===== src/hdl/sfp_pkg.sv =====
// Shared types and constants for the sync frame parser.
`default_nettype none

package sfp_pkg;

  localparam logic [7:0] SyncFirst  = 8'hAA;
  localparam logic [7:0] SyncSecond = 8'h55;

  // Byte position within a frame: hunt, second sync byte, then frame bytes.
  typedef enum logic [3:0] {
    POS_HUNT   = 4'd0,
    POS_SYNC2  = 4'd1,
    POS_MODULE = 4'd2,
    POS_TYPE   = 4'd3,
    POS_PAY0   = 4'd4,
    POS_PAY1   = 4'd5,
    POS_PAY2   = 4'd6,
    POS_PAY3   = 4'd7,
    POS_CHECK  = 4'd8
  } pos_e;

  typedef enum logic [1:0] {
    ST_OK         = 2'd0,
    ST_BAD_SUM    = 2'd1,
    ST_BAD_MODULE = 2'd2
  } frame_status_e;

  typedef struct packed {
    frame_status_e frame_status;
    logic [7:0]    src_module;
    logic [7:0]    frame_type;
    logic [31:0]   payload;
  } frame_result_t;

endpackage

`default_nettype wire


===== src/hdl/sfp_parser.sv =====
// Per-byte frame state machine with running checksum and field capture.
`default_nettype none

module sfp_parser (
  input  wire logic                  clk_i,
  input  wire logic                  rst_ni,
  input  wire logic                  byte_valid_i,
  input  wire logic [7:0]            rx_byte_i,
  input  wire logic [7:0]            accepted_module_i,
  output logic                       result_valid_o,
  output sfp_pkg::frame_result_t     result_o
);

  sfp_pkg::pos_e pos_q, pos_d;
  logic [7:0]    sum_q, sum_d;
  logic [7:0]    module_q, module_d;
  logic [7:0]    type_q, type_d;
  logic [31:0]   payload_q, payload_d;

  always_ff @(posedge clk_i or negedge rst_ni) begin
    if (!rst_ni) begin
      pos_q     <= sfp_pkg::POS_HUNT;
      sum_q     <= 8'd0;
      module_q  <= 8'd0;
      type_q    <= 8'd0;
      payload_q <= 32'd0;
    end else if (byte_valid_i) begin
      pos_q     <= pos_d;
      sum_q     <= sum_d;
      module_q  <= module_d;
      type_q    <= type_d;
      payload_q <= payload_d;
    end
  end

  always_comb begin
    pos_d          = sfp_pkg::POS_HUNT;
    sum_d          = sum_q;
    module_d       = module_q;
    type_d         = type_q;
    payload_d      = payload_q;
    result_valid_o = 1'b0;
    result_o.src_module = module_q;
    result_o.frame_type = type_q;
    result_o.payload    = payload_q;
    if (rx_byte_i != sum_q) begin
      result_o.frame_status = sfp_pkg::ST_BAD_SUM;
    end else if (module_q != accepted_module_i) begin
      result_o.frame_status = sfp_pkg::ST_BAD_MODULE;
    end else begin
      result_o.frame_status = sfp_pkg::ST_OK;
    end

    unique case (pos_q)
      sfp_pkg::POS_SYNC2: begin
        if (rx_byte_i == sfp_pkg::SyncSecond) begin
          sum_d = sum_q + rx_byte_i;
          pos_d = sfp_pkg::POS_MODULE;
        end else if (rx_byte_i == sfp_pkg::SyncFirst) begin
          // repeated first sync byte: restart the sum
          sum_d = sfp_pkg::SyncFirst;
          pos_d = sfp_pkg::POS_SYNC2;
        end
      end
      sfp_pkg::POS_MODULE: begin
        module_d = rx_byte_i;
        sum_d    = sum_q + rx_byte_i;
        pos_d    = sfp_pkg::POS_TYPE;
      end
      sfp_pkg::POS_TYPE: begin
        type_d = rx_byte_i;
        sum_d  = sum_q + rx_byte_i;
        pos_d  = sfp_pkg::POS_PAY0;
      end
      sfp_pkg::POS_PAY0, sfp_pkg::POS_PAY1, sfp_pkg::POS_PAY2, sfp_pkg::POS_PAY3: begin
        // little endian: shift earlier bytes down
        payload_d = {rx_byte_i, payload_q[31:8]};
        sum_d     = sum_q + rx_byte_i;
        pos_d     = sfp_pkg::pos_e'(pos_q + 4'd1);
      end
      sfp_pkg::POS_CHECK: begin
        result_valid_o = 1'b1;
        sum_d          = 8'd0;
        pos_d          = sfp_pkg::POS_HUNT;
      end
      default: begin
        // hunt, also for positions that cannot arise
        if (rx_byte_i == sfp_pkg::SyncFirst) begin
          sum_d = sfp_pkg::SyncFirst;
          pos_d = sfp_pkg::POS_SYNC2;
        end
      end
    endcase
  end

endmodule

`default_nettype wire


===== src/hdl/sync_frame_parser_with_checksum.sv =====
// A status transaction is registered and appears in the cycle after the checksum byte is accepted.
// Throughput: one byte per cycle unless stalled; parser state updates in the cycle of acceptance.
// The output register takes a new status whenever it is empty or being drained.
// Reset (rst_ni low, asynchronous) returns to hunting, clears sum and held fields,
// sets accepted_module to zero and empties the output register.
`default_nettype none

module sync_frame_parser_with_checksum (
  input  wire logic        clk_i,
  input  wire logic        rst_ni,
  input  wire logic        accepted_module_we_i,
  input  wire logic [7:0]  accepted_module_i,
  input  wire logic        s_axis_tvalid,
  output logic             s_axis_tready,
  input  wire logic [7:0]  s_axis_tdata,   // [7:0] rx_byte
  output logic             m_axis_tvalid,
  input  wire logic        m_axis_tready,
  output logic [47:0]      m_axis_tdata,   // [7:0] src module, [15:8] frame_type, [47:16] payload
  output logic [1:0]       m_axis_tuser    // [1:0] frame_status
);

  logic [7:0]             acc_module_q;
  logic                   in_fire;
  logic                   res_valid;
  sfp_pkg::frame_result_t res;
  logic                   out_valid_q;
  sfp_pkg::frame_result_t out_q;

  always_ff @(posedge clk_i or negedge rst_ni) begin
    if (!rst_ni) begin
      acc_module_q <= 8'd0;
    end else if (accepted_module_we_i) begin
      acc_module_q <= accepted_module_i;
    end
  end

  assign s_axis_tready = !out_valid_q || m_axis_tready;
  assign in_fire       = s_axis_tvalid && s_axis_tready;

  sfp_parser u_parser (
    .clk_i             (clk_i),
    .rst_ni            (rst_ni),
    .byte_valid_i      (in_fire),
    .rx_byte_i         (s_axis_tdata),
    .accepted_module_i (acc_module_q),
    .result_valid_o    (res_valid),
    .result_o          (res)
  );

  always_ff @(posedge clk_i or negedge rst_ni) begin
    if (!rst_ni) begin
      out_valid_q <= 1'b0;
    end else if (s_axis_tready) begin
      out_valid_q <= in_fire && res_valid;
    end
  end

  always_ff @(posedge clk_i) begin
    if (in_fire && res_valid) begin
      out_q <= res;
    end
  end

  assign m_axis_tvalid = out_valid_q;
  assign m_axis_tdata  = {out_q.payload, out_q.frame_type, out_q.src_module};
  assign m_axis_tuser  = out_q.frame_status;

endmodule

`default_nettype wire

===== config.mk =====
export PLATFORM = sky130hd
export DESIGN_NAME = sync_frame_parser_with_checksum
export DESIGN_NICKNAME = d
export VERILOG_FILES = /design/src/hdl/sfp_pkg.sv /design/src/hdl/sfp_parser.sv /design/src/hdl/sync_frame_parser_with_checksum.sv
export SDC_FILE = /design/constraint.sdc
export NUM_CORES = 1
export LEC_CHECK = 0
export ABC_CLOCK_PERIOD_IN_PS = 4400
export BUFFER_PORTS_ARGS = -buffer_cell sky130_fd_sc_hd__buf_4
export CORE_ASPECT_RATIO = 1.1
export CORE_MARGIN = 8
export CORE_UTILIZATION = 59
export CTS_BUF_LIST = sky130_fd_sc_hd__clkbuf_2
export DETAILED_ROUTE_END_ITERATION = 7
export GPL_TIMING_DRIVEN = 1
export PLACE_DENSITY_LB_ADDON = 0.2
export SYNTH_ARGS = -nofsm -noshare
export SYNTH_HDL_FRONTEND = slang
export SYNTH_SLANG_ARGS = --single-unit

===== constraint.sdc =====
create_clock -name clk_i -period 4.4 [get_ports clk_i]
set_input_delay 0.66 -clock clk_i [delete_from_list [all_inputs] [get_ports clk_i]]
set_output_delay 0.66 -clock clk_i [all_outputs]
set_load 0.01 [all_outputs]

Word level (Yosys, flattened, before mapping):

Index checks and enable logic that the tools add are counted.

* bits in registers: 119
* input bits: 21
* output and inout port bits: 52
* word-level logic and storage cells: 42

* add/sub/neg operators: 2
* equal/unequal tests: 12
* mux-type cells: 8
* reduce and logical (&&, ||, !) cells: 9

Operator list (count)
* $pmux W8 S3: 1
* $pmux W4 S5: 1
* $eq A4 B3 Y1 const B: 4
* $mux W8: 2
* $ne A8 B8 Y1: 2
* $add A8 B8 Y8: 1
* $eq A4 B2 Y1 const B: 2
* $eq A8 B7 Y1 const B: 1
* $eq A8 B8 Y1 const B: 1
* $reduce_and A2 Y1: 3
* $reduce_or A6 Y1: 1
* $add A4 B1 Y4 const B: 1
* $eq A4 B1 Y1 const B: 1
* $eq A4 B4 Y1 const B: 1
* $mux W4: 1
* $reduce_or A4 Y1: 1
* $logic_and A1 B1 Y1: 2
* $mux W1: 2
* $mux W2: 1
* $logic_not A1 Y1: 1
* $logic_or A1 B1 Y1: 1

Logic depth before layout (Yosys ltp):

* word-level depth: 4
* gate-level depth with buffers: 8
* gate-level depth less buffers: 7

By module:

From an unflattened synthesis, not the netlist that was laid out.

* cell total of the unflattened synthesis: 307
* area total of the unflattened synthesis: 4982.3 um^2

Modules (own cells, without submodules)
* sfp_parser: instances 1, cells each 234, area each 3098.0 um^2, seq. area each 1501.4 um^2
* sync_frame_parser_with_checksum: instances 1, cells each 73, area each 1884.3 um^2, seq. area each 1726.7 um^2

Worst setup path before layout:

OpenSTA, ideal clock, no wires.

* path kind: input -> register
* start point: input port m_axis_tready
* end point: register out_q, in the netlist m_axis_tdata[0], enable pin
* library setup time: 0.458 ns
* arrival: 3.156 ns
* data required time: 3.942 ns
* slack: 0.786 ns
* cell stages on the path: 3
* buffers on the path: 0
* path through: nand2b_1 nand2_2 nor2_1

* longest elaborated chain between the ends: 3

RTL lines
* start, declared: RTL line sync_frame_parser_with_checksum.sv:17 `input wire logic m_axis_tready,`
* $logic_or A1 B1 Y1: RTL line sync_frame_parser_with_checksum.sv:37 `assign s_axis_tready = !out_valid_q || m_axis_tready;`
* $logic_and A1 B1 Y1: RTL line sync_frame_parser_with_checksum.sv:38 `assign in_fire = s_axis_tvalid && s_axis_tready;`
* $logic_and A1 B1 Y1: RTL line sync_frame_parser_with_checksum.sv:59 `if (in_fire && res_valid) begin`
* end signal, assigned: RTL line sync_frame_parser_with_checksum.sv:60 `out_q <= res;`
* end, declared: RTL line sync_frame_parser_with_checksum.sv:27 `sfp_pkg::frame_result_t out_q;`

No other way between the ends.
A chain may end at the register's enable or synchronous reset.

Final worst setup path:

* start point: register u_parser.pos_q[0]
* end point: register u_parser.payload_q[31]

* longest elaborated chain between the ends: 3
* elaborated cells between the ends (all ways): 6
* those cells by class: eq/ne (4); reduce/logical (2)

RTL lines
* start, declared: RTL line sfp_parser.sv:14 `sfp_pkg::pos_e pos_q, pos_d;`
* start signal, assigned: RTL line sfp_parser.sv:22 `pos_q <= sfp_pkg::POS_HUNT;`
* start signal, assigned: RTL line sfp_parser.sv:28 `pos_q <= pos_d;`
* $eq A4 B3 Y1: RTL line sfp_parser.sv:54 `unique case (pos_q)`
* $reduce_or A4 Y1 *: RTL line sfp_parser.sv:54
* $reduce_and A2 Y1 (no line) *
* end signal, assigned: RTL line sfp_parser.sv:32 `payload_q <= payload_d;`
* end, declared: RTL line sfp_parser.sv:18 `logic [31:0] payload_q, payload_d;`

Every way passes the cells marked *; elsewhere a longest branch is shown, timed or not.

==> metrics.txt <==
I/O pins=73; most used cells in the layout excluding fill and tap cells=buf_4 (73), dfrtp_1 (69), edfxtp_1 (50), mux2_4 (30), mux2_2 (24); layout net count=409; Fin. Hold Viols=0; DR vias=2652; final setup margin=1.91 ns; grt ovf=0; initial core utilization=0.609; Netlist Area Pre-Place=4850 um2; CTS tree=yes; Max Buffers Root-to-Sink=2; Max IR drop VDD=0.301 mV; Post-synth EDFFs=50; CP cell instances=inv_1, ha_1, nor2_1, nand2_1, and3b_1, nand2_2, mux2_1; first-pass GRT wire length=13800 um; fin. max-slew vios=0; CP delay by family, top=simple AND/OR/NAND/NOR gates; fraction of layout cells with a size suffix above 1=0.434; IO buf count=72; most common cell after layout, fill and taps aside=buf_4; diode count=0; YS warnings=0; vias per inst=5.34; Hold WC Path Type=input pin to asynchronous set/reset pin; status=complete, no violations; Reg2Reg Setup Slack=1.91 ns; DP Wirelength=5970 um; Fillers=518; final setup vio count=0; area leader, netlist=dfrtp_1; flops & latches, synth=119; register area=3230 um2; Syn Nets=322; Max Cap Viol=0; initial antenna violation count=0; WS Path Type=flip-flop to flip-flop; Final Cycle Share=0.565; share of the synthesized area in the top cell type=0.356; FP Rows=34; Max stage delay on crit path=0.74 ns; H-tree levels=4; Clock Skew=0.0261 ns; distinct cell type count after synthesis=51; number of CTS-inserted buffers=17; synth top area cells=dfrtp_1 (36%), edfxtp_1 (31%), mux2_4 (9.3%); final wirelength=8640 um; CTS hold repair buffers=0; worst-margin pin slew=1.02 ns; critical-path maximum fanout=32; Residual DRC=0; Period minus WS final=2.49 ns; GP Congestion=0.838; Worst path slowest cell=nand2_2; power per cell area=616 nW/um2; Main synth FF type=dfrtp_1; Core Region=7960 um2; Multi-input gate area=1570 um2; Clk pin slew, worst setup/hold paths=0.18 ns; CTS root buf=clkbuf_2; Initial DRC Count=147; Critical Path Sink Type=flip-flop; Crit path depth=7; Buf/Inv on CP=1; crit path DAT=3.00 ns; Num Clock Sinks=119; vias in the first global route=2737; reg2reg path depth=7; Total GRT Usage=0.159; Worst-Skew Late Latency=0.61 ns; Final ANT Viol Nets=0; async set-reset flop share out of synthesis=0.580; largest net degree at the start of global routing=70; Gate Count Post-Synth=289; sequential area share after synthesis=0.666; Routed WL per cell=17.4 um; post-CTS sizing=0; DIE WIDTH=102 um; CP startpoint kind=flip-flop; Total Neg Setup Slack=0 ns; Post-CTS Setup Inserts=0; slew margin rel.=0.318; area grow syn2layout=19.2%; DR pass1 iterations=5; P_leak=2.55 nW; unrepaired setup endpoints after global routing=no; Mapped Avg Cell Area=16.8 um2; worst slack, placed=1.84 ns; Required @ worst endpoint=4.91 ns; Max Fclk=402 MHz; die area=11400 um2; Die Height=111 um
[cell type report]
| type | instances | area share |
|---|---|---|
| clock inverters | 14 | 0.0338 |
| inverters | 2 | 0.00130 |
| flip-flops and latches | 119 | 0.559 |
| clock buffers | 18 | 0.0156 |
| well taps | 108 | 0.0234 |
| repair buffers | 73 | 0.0949 |
| multi-input cells | 163 | 0.272 |
[cells in the mapped netlist (3+ instances only)]
cell type / instances
a22o_1: 4
mux2_2: 24
dfrtp_1: 69
nand2_1: 6
ha_1: 11
a21oi_1: 5
xnor2_1: 5
edfxtp_1: 50
xor2_1: 9
mux2_4: 30
o21ai_1: 3
nor2_1: 13
o21ai_0: 6
buf_6: 3
nor4_1: 3
[path summary, 6_finish.rpt]
check,from,endpoint
worst max-delay path,u_parser.pos_q[0],u_parser.payload_q[31]
worst min-delay path,rst_ni,u_parser.module_q[2]
worst max register to register,u_parser.pos_q[0],u_parser.payload_q[31]
worst min register to register,u_parser.type_q[7],m_axis_tdata[15]
max in group asynchronous,rst_ni,u_parser.payload_q[24]
min in group clk_i,accepted_module_i[7],acc_module_q[7]
[layer usage]
layer  global-route usage  routed length [um]  part of all wire  vias up
met3               0.0546                 485             0.056        6
met2                0.250                4350              0.50       78
met5                    0                   0                 0        -
li1                     -                   -                 -     1267
met4               0.0549                  63            0.0073        0
met1                0.199                3750              0.43     1301
[per-stage QoR]
| step | area, um2 | total power [mW] | util | hold WS, ns | cells |
|---|---|---|---|---|---|
| floorplan | 4850 | 2.56 | - | 0.364 | 289 |
| global placement | 5490 | 2.73 | 0.690 | 0.426 | 465 |
| detailed placement | 5490 | 2.79 | 0.690 | 0.428 | 465 |
| CTS | 5780 | 3.59 | 0.726 | 0.106 | 497 |
| global route | 5780 | 3.75 | 0.726 | 0.116 | 497 |
| finish | 5780 | 3.56 | 0.726 | 0.131 | 497 |
[cells by family (layout without fill, tap and decap cells)]
kind of cell / after synthesis / count (layout) / share of synthesized area
and+or+nand+nor: 43 / 43 / 0.0563
xor gates and xnor gates: 14 / 14 / 0.0253
adders and majority gates: 12 / 12 / 0.0325
DFF: 119 / 119 / 0.666
AOI/OAI and AO/OA: 38 / 38 / 0.0555
buffers and inverters: 7 / 107 / 0.0108
muxes: 56 / 56 / 0.153
[power breakdown]
part,internal [mW],switching [mW]
clock,0.383,0.411
combinational,0.604,0.434
sequential,1.51,0.216
total,2.49,1.06
[registers in the layout, summed over array words and instances, names as in the netlist]
name and flops:
acc_module_q 8, m_axis_tdata 48, m_axis_tuser 2, m_axis_tvalid 1, u_parser.module_q 8, u_parser.payload_q 32
u_parser.pos_q 4, u_parser.sum_q 8, u_parser.type_q 8
Note: power is estimated with default switching activity, not from simulation.
